===== src/sv/timer_text_to_bcd_parser_defines.svh =====
// ----------------------------------------------------------------------------
// Timer text parser assertion macros
// Shared concurrent assertion forms used by the parser command queue.
// ----------------------------------------------------------------------------
`ifndef TIMER_TEXT_TO_BCD_PARSER_DEFINES_SVH
`define TIMER_TEXT_TO_BCD_PARSER_DEFINES_SVH

// The condition must never be true at a clock edge outside reset.
`define TTBP_ASSERT_NEVER(label, clk, rstn, cond, msg) \
    label: assert property (@(posedge clk) disable iff (!rstn) !(cond)) else $error(msg);

// The consequent must hold at the edge after the antecedent.
`define TTBP_ASSERT_NEXT(label, clk, rstn, ante, cons, msg) \
    label: assert property (@(posedge clk) disable iff (!rstn) (ante) |=> (cons)) \
        else $error(msg);

`endif


===== src/sv/ttbp_pkg.sv =====
`timescale 1ns / 1ps
// ----------------------------------------------------------------------------
// Timer text parser package
// Constants, the command type passed from front to back, and small helpers.
// ----------------------------------------------------------------------------
package ttbp_pkg;

    localparam int MAX_BYTES   = 32;
    localparam int STAMP_WIDTH = 4;
    localparam int BYTE_W      = 8;
    localparam int INDEX_W     = 5;
    localparam int COUNT_W     = 6;
    localparam int POS_W       = $clog2(MAX_BYTES + 1);
    localparam int KIDX_W      = $clog2(STAMP_WIDTH);
    localparam int QDEPTH      = 2;
    localparam int QPTR_W      = $clog2(QDEPTH);
    localparam int ADDR_W      = 3;
    localparam int DATA_W      = 32;

    localparam logic [COUNT_W-1:0] TARGET_RESET = 6'd28;
    localparam logic [0:0]         REG_TARGET   = 1'b0;

    localparam logic [BYTE_W-1:0] OFF_EVEN  = 8'hff;
    localparam logic [BYTE_W-1:0] OFF_ODD   = 8'h0f;
    localparam logic [BYTE_W-1:0] CHAR_DASH = 8'h2d;
    localparam logic [BYTE_W-1:0] CHAR_PLUS = 8'h2b;
    localparam logic [BYTE_W-1:0] CHAR_ZERO = 8'h30;
    localparam logic [BYTE_W-1:0] CHAR_NINE = 8'h39;

    // One unit of work for the back end: up to four bytes, or the end status.
    typedef struct packed {
        logic [KIDX_W-1:0]                  last_k;
        logic [INDEX_W-1:0]                 base_index;
        logic                               is_status;
        logic                               success;
        logic [STAMP_WIDTH-1:0][BYTE_W-1:0] bytes;
    } ttbp_cmd_t;

    function automatic logic is_digit(input logic [BYTE_W-1:0] c);
        return (c >= CHAR_ZERO) && (c <= CHAR_NINE);
    endfunction

    function automatic logic [BYTE_W-1:0] off_code(input logic odd);
        return odd ? OFF_ODD : OFF_EVEN;
    endfunction

endpackage


===== src/sv/ttbp_front.sv =====
`timescale 1ns / 1ps
// ----------------------------------------------------------------------------
// Timer text parser front end
// Accepts characters, tracks the group and position, and queues commands.
// ----------------------------------------------------------------------------
module ttbp_front (
    input  logic                          aclk,
    input  logic                          aresetn,
    input  logic                          s_valid,
    output logic                          s_ready,
    input  logic [ttbp_pkg::BYTE_W-1:0]   s_ch,
    input  logic                          s_end_of_string,
    input  logic [ttbp_pkg::COUNT_W-1:0]  target_byte_count,
    input  logic                          q_full,
    output logic                          q_push,
    output ttbp_pkg::ttbp_cmd_t           q_data
);
    import ttbp_pkg::*;

    typedef enum logic [1:0] {
        PH_START,
        PH_HOUR2,
        PH_MIN1,
        PH_MIN2
    } phase_t;

    phase_t                  phase_reg, phase_next;
    logic [POS_W-1:0]        pos_reg, pos_next;
    logic                    stopped_reg, stopped_next;
    logic                    failed_reg, failed_next;
    logic [3:0]              first_reg, first_next;
    logic [BYTE_W-1:0]       hours_reg, hours_next;
    logic [1:0][1:0][BYTE_W-1:0] hist_reg;

    logic                    accept;
    logic [POS_W-1:0]        lim;
    logic [POS_W:0]          pos_p1;
    logic [POS_W:0]          pos_p4;
    logic                    digit;
    logic [BYTE_W-1:0]       second_bcd;
    logic                    half;
    logic                    hist_wr;
    logic [1:0][BYTE_W-1:0]  hist_wr_data;

    assign s_ready = !q_full;
    assign accept  = s_valid && s_ready;
    assign digit   = is_digit(s_ch);
    assign pos_p1  = {1'b0, pos_reg} + (POS_W+1)'(1);
    assign pos_p4  = {1'b0, pos_reg} + (POS_W+1)'(STAMP_WIDTH);
    // Positions only ever advance by two or four, so a pair never straddles a half.
    assign half    = pos_reg[1];

    always_comb begin
        if (int'(target_byte_count) > MAX_BYTES) begin
            lim = POS_W'(MAX_BYTES);
        end else begin
            lim = POS_W'(target_byte_count);
        end
    end

    // Second character of a pair: a digit completes it unless the pair already stopped.
    always_comb begin
        if (!stopped_reg && digit) begin
            second_bcd = {first_reg, s_ch[3:0]};
        end else begin
            second_bcd = {4'h0, first_reg};
        end
    end

    always_comb begin
        phase_next   = phase_reg;
        pos_next     = pos_reg;
        stopped_next = stopped_reg;
        failed_next  = failed_reg;
        first_next   = first_reg;
        hours_next   = hours_reg;
        q_push       = 1'b0;
        q_data       = '0;
        hist_wr      = 1'b0;
        hist_wr_data = '0;

        if (accept) begin
            if (s_end_of_string) begin
                q_push            = 1'b1;
                q_data.is_status  = 1'b1;
                q_data.success    = !failed_reg && (phase_reg == PH_START) && (pos_reg == lim);
                phase_next        = PH_START;
                pos_next          = '0;
                stopped_next      = 1'b0;
                failed_next       = 1'b0;
                first_next        = '0;
                hours_next        = '0;
            end else if (!failed_reg) begin
                unique case (phase_reg)
                    PH_START: begin
                        if (pos_reg < lim) begin
                            if (s_ch == CHAR_DASH) begin
                                if (pos_p1 >= {1'b0, lim}) begin
                                    failed_next = 1'b1;
                                end else begin
                                    q_push            = 1'b1;
                                    q_data.last_k     = KIDX_W'(1);
                                    q_data.base_index = INDEX_W'(pos_reg);
                                    q_data.bytes[0]   = off_code(pos_reg[0]);
                                    q_data.bytes[1]   = off_code(pos_p1[0]);
                                    hist_wr           = 1'b1;
                                    hist_wr_data[0]   = off_code(pos_reg[0]);
                                    hist_wr_data[1]   = off_code(pos_p1[0]);
                                    pos_next          = POS_W'(pos_reg + POS_W'(2));
                                end
                            end else if (s_ch == CHAR_PLUS) begin
                                if ((pos_reg < POS_W'(STAMP_WIDTH)) || (pos_p4 > {1'b0, lim})) begin
                                    failed_next = 1'b1;
                                end else begin
                                    // Replaying the last four bytes leaves the history as it is.
                                    q_push            = 1'b1;
                                    q_data.last_k     = KIDX_W'(STAMP_WIDTH - 1);
                                    q_data.base_index = INDEX_W'(pos_reg);
                                    q_data.bytes[0]   = hist_reg[half][0];
                                    q_data.bytes[1]   = hist_reg[half][1];
                                    q_data.bytes[2]   = hist_reg[!half][0];
                                    q_data.bytes[3]   = hist_reg[!half][1];
                                    pos_next          = POS_W'(pos_p4);
                                end
                            end else begin
                                if (pos_p1 >= {1'b0, lim}) begin
                                    failed_next = 1'b1;
                                end else begin
                                    first_next   = digit ? s_ch[3:0] : 4'h0;
                                    stopped_next = !digit;
                                    phase_next   = PH_HOUR2;
                                end
                            end
                        end
                    end
                    PH_HOUR2: begin
                        hours_next   = second_bcd;
                        stopped_next = 1'b1;
                        phase_next   = PH_MIN1;
                    end
                    PH_MIN1: begin
                        first_next   = digit ? s_ch[3:0] : 4'h0;
                        stopped_next = !digit;
                        phase_next   = PH_MIN2;
                    end
                    PH_MIN2: begin
                        q_push            = 1'b1;
                        q_data.last_k     = KIDX_W'(1);
                        q_data.base_index = INDEX_W'(pos_reg);
                        q_data.bytes[0]   = second_bcd;
                        q_data.bytes[1]   = hours_reg;
                        hist_wr           = 1'b1;
                        hist_wr_data[0]   = second_bcd;
                        hist_wr_data[1]   = hours_reg;
                        stopped_next      = 1'b1;
                        pos_next          = POS_W'(pos_reg + POS_W'(2));
                        phase_next        = PH_START;
                    end
                    default: begin
                        phase_next = PH_START;
                    end
                endcase
            end
        end
    end

    always_ff @(posedge aclk) begin
        if (!aresetn) begin
            phase_reg   <= PH_START;
            pos_reg     <= '0;
            stopped_reg <= 1'b0;
            failed_reg  <= 1'b0;
            first_reg   <= '0;
            hours_reg   <= '0;
        end else begin
            phase_reg   <= phase_next;
            pos_reg     <= pos_next;
            stopped_reg <= stopped_next;
            failed_reg  <= failed_next;
            first_reg   <= first_next;
            hours_reg   <= hours_next;
        end
    end

    always_ff @(posedge aclk) begin
        if (hist_wr) begin
            hist_reg[half] <= hist_wr_data;
        end
    end

endmodule


===== src/sv/ttbp_queue.sv =====
`timescale 1ns / 1ps
// ----------------------------------------------------------------------------
// Timer text parser command queue
// Short first-in first-out buffer between the front and back ends.
// ----------------------------------------------------------------------------
`include "timer_text_to_bcd_parser_defines.svh"

module ttbp_queue (
    input  logic                 aclk,
    input  logic                 aresetn,
    input  logic                 push,
    input  ttbp_pkg::ttbp_cmd_t  push_data,
    input  logic                 pop,
    output ttbp_pkg::ttbp_cmd_t  head,
    output logic                 head_valid,
    output logic                 full
);
    import ttbp_pkg::*;

    ttbp_cmd_t           entry_reg [QDEPTH];
    logic [QPTR_W-1:0]   wr_ptr_reg, wr_ptr_next;
    logic [QPTR_W-1:0]   rd_ptr_reg, rd_ptr_next;
    logic [QPTR_W:0]     count_reg, count_next;

    assign head       = entry_reg[rd_ptr_reg];
    assign head_valid = (count_reg != '0);
    assign full       = (count_reg == (QPTR_W+1)'(QDEPTH));

    always_comb begin
        wr_ptr_next = wr_ptr_reg;
        rd_ptr_next = rd_ptr_reg;
        count_next  = count_reg;
        if (push) begin
            wr_ptr_next = QPTR_W'(wr_ptr_reg + QPTR_W'(1));
        end
        if (pop) begin
            rd_ptr_next = QPTR_W'(rd_ptr_reg + QPTR_W'(1));
        end
        if (push && !pop) begin
            count_next = count_reg + (QPTR_W+1)'(1);
        end else if (pop && !push) begin
            count_next = count_reg - (QPTR_W+1)'(1);
        end
    end

    always_ff @(posedge aclk) begin
        if (!aresetn) begin
            wr_ptr_reg <= '0;
            rd_ptr_reg <= '0;
            count_reg  <= '0;
        end else begin
            wr_ptr_reg <= wr_ptr_next;
            rd_ptr_reg <= rd_ptr_next;
            count_reg  <= count_next;
        end
    end

    always_ff @(posedge aclk) begin
        if (push) begin
            entry_reg[wr_ptr_reg] <= push_data;
        end
    end

    `TTBP_ASSERT_NEVER(a_no_push_full, aclk, aresetn, push && full, "push into a full queue")
    `TTBP_ASSERT_NEVER(a_no_pop_empty, aclk, aresetn, pop && !head_valid, "pop from an empty queue")
    `TTBP_ASSERT_NEVER(a_count_bound, aclk, aresetn, count_reg > (QPTR_W+1)'(QDEPTH), "queue count past depth")
    `TTBP_ASSERT_NEXT(a_push_grows, aclk, aresetn, push && !pop, count_reg == $past(count_reg) + 1'b1, "push did not grow the queue")

endmodule


===== src/sv/ttbp_back.sv =====
`timescale 1ns / 1ps
// ----------------------------------------------------------------------------
// Timer text parser back end
// Expands each queued command into result transfers through an output register.
// ----------------------------------------------------------------------------
module ttbp_back (
    input  logic                          aclk,
    input  logic                          aresetn,
    input  ttbp_pkg::ttbp_cmd_t           q_head,
    input  logic                          q_head_valid,
    output logic                          q_pop,
    output logic                          m_valid,
    input  logic                          m_ready,
    output logic [ttbp_pkg::BYTE_W-1:0]   m_byte_value,
    output logic [ttbp_pkg::INDEX_W-1:0]  m_byte_index,
    output logic                          m_is_status,
    output logic                          m_success,
    output logic                          m_last
);
    import ttbp_pkg::*;

    logic [KIDX_W-1:0]   k_reg, k_next;
    logic                m_valid_reg;
    logic [BYTE_W-1:0]   value_reg;
    logic [INDEX_W-1:0]  index_reg;
    logic                status_reg;
    logic                success_reg;
    logic                last_reg;
    logic                out_free;
    logic                take;
    logic                elem_last;

    assign out_free  = !m_valid_reg || m_ready;
    assign take      = out_free && q_head_valid;
    assign elem_last = (k_reg == q_head.last_k);
    assign q_pop     = take && elem_last;

    always_comb begin
        k_next = k_reg;
        if (take) begin
            k_next = elem_last ? '0 : KIDX_W'(k_reg + KIDX_W'(1));
        end
    end

    always_ff @(posedge aclk) begin
        if (!aresetn) begin
            k_reg       <= '0;
            m_valid_reg <= 1'b0;
        end else begin
            k_reg <= k_next;
            if (out_free) begin
                m_valid_reg <= q_head_valid;
            end
        end
    end

    always_ff @(posedge aclk) begin
        if (take) begin
            value_reg   <= q_head.bytes[k_reg];
            index_reg   <= INDEX_W'(q_head.base_index + INDEX_W'(k_reg));
            status_reg  <= q_head.is_status;
            success_reg <= q_head.success;
            last_reg    <= elem_last;
        end
    end

    assign m_valid      = m_valid_reg;
    assign m_byte_value = value_reg;
    assign m_byte_index = index_reg;
    assign m_is_status  = status_reg;
    assign m_success    = success_reg;
    assign m_last       = last_reg;

endmodule


===== src/sv/timer_text_to_bcd_parser.sv =====
`timescale 1ns / 1ps
// ----------------------------------------------------------------------------
// Timer text to BCD parser
// Parses a timer string character by character into indexed BCD bytes.
// ----------------------------------------------------------------------------
// Usage:
// The input channel (s_valid/s_ready) carries one character per transfer;
// s_end_of_string closes the string and causes a single status result.
// The result channel (m_valid/m_ready) carries data bytes with their index,
// or the status, with m_last on the final result caused by a character.
// A completed HHMM group gives two results, '-' gives two, '+' gives four and
// the end of string gives one; all other characters give none.
// A character's command is written into the queue at its transfer edge and is
// then loaded into the output register, which presents the results in turn;
// the load waits while the receiver stalls a result held in that register.
// The back end hands out one result per cycle while the receiver is ready, so
// throughput is one character per cycle for characters with at most one result
// and is bounded by the result count otherwise. A two-entry command queue
// decouples the parsing front end from the output register, so the front end
// keeps taking characters while the receiver stalls until the queue fills.
// Reset (aresetn low at a clock edge) empties the queue and output, clears
// the parse state, and sets target_byte_count to 28. The register sits at
// byte address 0 of the APB port; it is to be written only while the block
// is idle, which the user must ensure, as the block itself does not enforce it.
// ----------------------------------------------------------------------------
module timer_text_to_bcd_parser (
    input  logic                          aclk,
    input  logic                          aresetn,
    // Character input
    input  logic                          s_valid,
    output logic                          s_ready,
    input  logic [ttbp_pkg::BYTE_W-1:0]   s_ch,
    input  logic                          s_end_of_string,
    // Results
    output logic                          m_valid,
    input  logic                          m_ready,
    output logic [ttbp_pkg::BYTE_W-1:0]   m_byte_value,
    output logic [ttbp_pkg::INDEX_W-1:0]  m_byte_index,
    output logic                          m_is_status,
    output logic                          m_success,
    output logic                          m_last,
    // Configuration
    input  logic                          psel,
    input  logic                          penable,
    input  logic                          pwrite,
    input  logic [ttbp_pkg::ADDR_W-1:0]   paddr,
    input  logic [ttbp_pkg::DATA_W-1:0]   pwdata,
    output logic [ttbp_pkg::DATA_W-1:0]   prdata,
    output logic                          pready
);
    import ttbp_pkg::*;

    logic [COUNT_W-1:0]  target_reg;
    logic                cfg_write;
    logic                target_sel;
    ttbp_cmd_t           push_data;
    ttbp_cmd_t           head;
    logic                push;
    logic                pop;
    logic                head_valid;
    logic                full;

    // The port never inserts wait states. Word address bit selects the register.
    assign pready     = 1'b1;
    assign target_sel = (paddr[ADDR_W-1] == REG_TARGET);
    assign cfg_write  = psel && penable && pwrite && target_sel;

    always_ff @(posedge aclk) begin
        if (!aresetn) begin
            target_reg <= TARGET_RESET;
        end else if (cfg_write) begin
            target_reg <= pwdata[COUNT_W-1:0];
        end
    end

    // Reads of the unused word return zero.
    always_comb begin
        prdata = '0;
        if (target_sel) begin
            prdata = DATA_W'(target_reg);
        end
    end

    // Front end: parses characters and issues one command per emitting character.
    ttbp_front u_front (
        .aclk              (aclk),
        .aresetn           (aresetn),
        .s_valid           (s_valid),
        .s_ready           (s_ready),
        .s_ch              (s_ch),
        .s_end_of_string   (s_end_of_string),
        .target_byte_count (target_reg),
        .q_full            (full),
        .q_push            (push),
        .q_data            (push_data)
    );

    // Queue between front and back ends so each side can stall on its own.
    ttbp_queue u_queue (
        .aclk       (aclk),
        .aresetn    (aresetn),
        .push       (push),
        .push_data  (push_data),
        .pop        (pop),
        .head       (head),
        .head_valid (head_valid),
        .full       (full)
    );

    // Back end: one result transfer per cycle from the head command while the receiver is ready.
    ttbp_back u_back (
        .aclk         (aclk),
        .aresetn      (aresetn),
        .q_head       (head),
        .q_head_valid (head_valid),
        .q_pop        (pop),
        .m_valid      (m_valid),
        .m_ready      (m_ready),
        .m_byte_value (m_byte_value),
        .m_byte_index (m_byte_index),
        .m_is_status  (m_is_status),
        .m_success    (m_success),
        .m_last       (m_last)
    );

endmodule

===== config.mk =====
export PLATFORM = sky130hd
export DESIGN_NAME = timer_text_to_bcd_parser
export DESIGN_NICKNAME = d
export VERILOG_FILES = /design/src/sv/ttbp_pkg.sv /design/src/sv/ttbp_front.sv /design/src/sv/ttbp_queue.sv /design/src/sv/ttbp_back.sv /design/src/sv/timer_text_to_bcd_parser.sv
export VERILOG_INCLUDE_DIRS = /design/src /design/src/sv
export SDC_FILE = /design/constraint.sdc
export NUM_CORES = 1
export LEC_CHECK = 0
export ABC_CLOCK_PERIOD_IN_PS = 13800
export BUFFER_PORTS_ARGS = -buffer_cell sky130_fd_sc_hd__buf_4
export CAP_MARGIN = 20
export CELL_PAD_IN_SITES_DETAIL_PLACEMENT = 1
export CELL_PAD_IN_SITES_GLOBAL_PLACEMENT = 1
export CORE_MARGIN = 2
export CORE_UTILIZATION = 44
export DETAILED_ROUTE_END_ITERATION = 12
export PLACE_DENSITY_LB_ADDON = 0.25
export SETUP_SLACK_MARGIN = 0.05
export SYNTH_ARGS = -nofsm -noshare
export SYNTH_HDL_FRONTEND = slang
export SYNTH_SLANG_ARGS = --single-unit

===== constraint.sdc =====
create_clock -name aclk -period 13.8 [get_ports aclk]
set_input_delay 1.38 -clock aclk [delete_from_list [all_inputs] [get_ports aclk]]
set_output_delay 1.38 -clock aclk [all_outputs]
set_load 0.1 [all_outputs]

==> run_results.csv <==
group,metric,value,unit
placed_design,port_buffers,46,
worst_setup_path,crit_path_end_kind,"flip-flop",
yosys,syn-mean-instance-area,12.5,sq um
timing,tightest_slew,1.05,ns
worst_setup_path,ff2ff_setup_slack,10.34,ns
route,post_drt_wl_per_cell,19.4,um
yosys,synthSimpleGateAreaFrac,12.1,%
worst_hold_path,hold_start,"u_front.first_reg[1]",
worst_setup_path,cp_num_cells,8,
pwr,p_int,969,uW
timing,setup_viol,0,
timing,rsz0062_at_grt,"false",
global_routing,grt_pass1_vias,5491,
pwr,power_frac_clock,28.1,%
cts,clock_tree.root_cell,"clkbuf_16",
finish,fin_nets,761,
yosys,synth_fa_ha_area_share,3.99,%
pwr,power_frac_seq,39.8,%
finish,multi_input_area,3140,sq um
worst_setup_path,cp_max_fo,24,
yosys,synth_common_cells,"130 x edfxtp_1, 65 x nand2_1, 45 x mux2i_1",
yosys,synth_top_area_share,48.6,%
yosys,async_reset_ff_share,0,%
timing,relSlewSlack,30.0,%
finish,antenna_cells,0,
cts,cts_resized,0,
worst_setup_path,r2r_end,"u_queue.entry_reg[1][3]",
pwr,p_switching,595,uW
route,drt_iter0_markers,292,
die,fp-row-count,49,
cts,clk_latency,0.43,ns
worst_setup_path,critPathMaxStageDelay,0.51,ns
worst_setup_path,critPathTopFamily,"simple AND/OR/NAND/NOR gates",
yosys,yosys_warnings,0,
status,status,"finished clean",
route,viasPerCell,5.48,
pwr,ir_worst_vdd,168,uV
global_routing,grtUsageTotal,19.2,%
worst_hold_path,whs_endpoint,"u_front.first_reg[1]",
die,dieArea,19300,sq um
route,routed_wl,18000,um
timing,hold_violations,0,
cts,ctsLongestPathBuffers,2,
flow_run,max_cap_violations,0,
die,start_util,44.8,%
cts,cts_buffers,17,
yosys,synth_top_family_by_area,"multiplexers",
worst_setup_path,path_cells,"buf_4 -> nand3b_1 -> a2111oi_4 -> nand4_1 -> a31o_2 -> nand2_1 -> and2_2 -> buf_12",
pwr,power_frac_comb,32.0,%
worst_setup_path,r2r_cells,10,
die,core,17900,sq um
placed_design,placed_area,8490,sq um
yosys,synthTopCellsByArea,"edfxtp_1 49%, dfxtp_1 8.7%, mux2i_1 5.6%, mux4_2 4.5%, ha_1 3.7%",
finish,syn2layout_area_growth,12.9,%
yosys,syn_area,8030,sq um
finish,ff_latch_area,4610,sq um
placed_design,dpl.hpwl,12300,um
finish,layout-drive-gt1-share,18.9,%
cts,cts_hold_buf,0,
yosys,yosys.cell_types.count,65,
cts,clock_sinks,165,
placed_design,gp_congestion,0.856,
global_routing,grt_max_degree,42,
timing,slew_viol_final,0,
cts,h-tree-depth,4,
die,die_h,139,um
global_routing,antenna_found_initial,0,
pwr,switching_share,38.0,%
route,drc,0,
yosys,ys_seq_area_share,57.4,%
worst_setup_path,crit_arrival,3.71,ns
yosys,ys_ff_latch,165,
worst_hold_path,holdPathStages,2,
finish,final_area,9060,sq um
pwr,power_density,173,nW/um^2
cts,cts_tree,"built",
worst_setup_path,critPathKind,"in2reg",
worst_setup_path,cp_num_buf_inv,2,
worst_hold_path,min_path_type,"reg2reg",
timing,period_share,26.0,%
cts,post_cts_buffers,0,
yosys,synth.most_common_cell,"edfxtp_1",
cts,clk_pin_slew,0.07,ns
yosys,postSynthCellCount,644,
pwr,p_leak,0.00326,uW
timing,fin_hold_ws,0.505,ns
worst_setup_path,startpoint_type,"input port",
worst_setup_path,required,13.92,ns
worst_setup_path,r2r-start,"u_front.pos_reg[3]",
timing,fmax,279,MHz
timing,fin_crit,3.59,ns
die,io_pins,102,
yosys,synth.area.mux_share,12.4,%
route,num_vias,5080,
global_routing,grt_pass1_wl,29100,um
route,ant_nets,0,
die,die_w,139,um
yosys,synth-xor-area-share,1.20,%
finish,largest_reg_flops,82,
timing,fin_tns_setup,0,ns
yosys,yosys.area.top_type,"edfxtp_1",
worst_setup_path,cpMaxStageDelayCell,"and2_2",
yosys,synth_compound_area_share,7.95,%
finish,fill_cells,1877,
timing,fin_skew,0.0113,ns
yosys,synth_edf_count,130,
global_routing,grt.overflow.total,0,
yosys,ys.flop_type,"edfxtp_1",
route,drt_pre_antenna_iters,4,
[layout make-up]
cell class / count / share of cell area, %
inverters: 16 / 0.663
multi-input cells: 431 / 34.7
well taps: 229 / 3.16
repair buffers: 54 / 4.61
clock inverters: 15 / 1.33
flip-flops and latches: 165 / 50.8
clock buffers: 17 / 4.70
[metrics by stage]
step | instances | power (uW) | worst slack, ns | util, %
finish | 927 | 1560 | 10.21 | 50.6
floorplan | 671 | 1040 | 8.84 | -
CTS | 926 | 1580 | 9.96 | 50.5
global route | 927 | 1630 | 10.02 | 50.6
global placement | 894 | 1130 | 9.62 | 47.4
detailed placement | 894 | 1140 | 9.52 | 47.4
[worst max path at each step]
stage	start	end	slack, ns
2_1_floorplan	s_ch[7]	u_queue.entry_reg[0][0]	8.84
3_3_place_gp	s_ch[4]	u_queue.entry_reg[1][20]	9.62
3_5_place_dp	s_ch[4]	u_queue.entry_reg[1][20]	9.52
4_1_cts	s_ch[4]	u_queue.entry_reg[1][5]	9.96
5_1_grt	u_front.pos_reg[3]	u_queue.entry_reg[1][8]	10.02
6_report	s_ch[4]	u_queue.entry_reg[1][3]	10.21
[kinds of logic (layout without fill, tap and decap cells)]
kind of cell,count (synthesis),in the layout
AOI/OAI and AO/OA,99,99
other,2,29
and+or+nand+nor,190,190
muxes,77,77
buffers and inverters,75,102
xor gates and xnor gates,11,11
adders and majority gates,25,25
DFF,165,165
[cell usage in the layout, fill, tap and decap left out, types with 5 or more instances in the layout]
master | netlist | final
nand2b_1 | 11 | 11
mux2i_1 | 45 | 45
mux2_2 | 15 | 15
buf_4 | 27 | 53
edfxtp_1 | 130 | 130
o21ai_0 | 23 | 23
nor2_1 | 36 | 36
a21oi_1 | 32 | 31
and2_1 | 11 | 10
and3_1 | 9 | 9
inv_6 | 0 | 6
o211ai_1 | 6 | 6
dfxtp_1 | 35 | 34
clkbuf_16 | 0 | 17
nor2b_1 | 18 | 18
nand2_1 | 65 | 65
conb_1 | 2 | 29
xnor2_1 | 7 | 7
inv_1 | 15 | 15
nor3_1 | 5 | 5
ha_1 | 24 | 24
mux4_2 | 16 | 16
[power by group through the flow]
stage	clock [uW]	sequential (uW)	combinational [uW]
finish	440	623	501
global route	469	628	529
CTS	449	624	506
detailed placement	0	635	505
global placement	0	631	497
floorplan	0	806	231
[worst reg2reg max path: stages (launching register included)]
cell      delay (ns)
dfxtp_1         0.51
ha_1            0.27
xor2_1          0.16
ha_1            0.27
a21o_1          0.19
a211oi_1        0.32
o211ai_1        0.21
a31o_2          0.31
nand2_1         0.14
and2_2          0.51
buf_12          0.26
[per-layer routing]
layer  global-route usage, %  up-vias  part of all wire [%]  wire length [um]
li1                        -     2394                     -                 -
met1                    23.8     2575                    44              7890
met2                    34.4       94                    52              9370
met3                    3.80       17                   2.8               505
met4                    5.21        0                   1.1               203
met5                       0        -                     0                 0
Power figures use the tool's default switching activity.
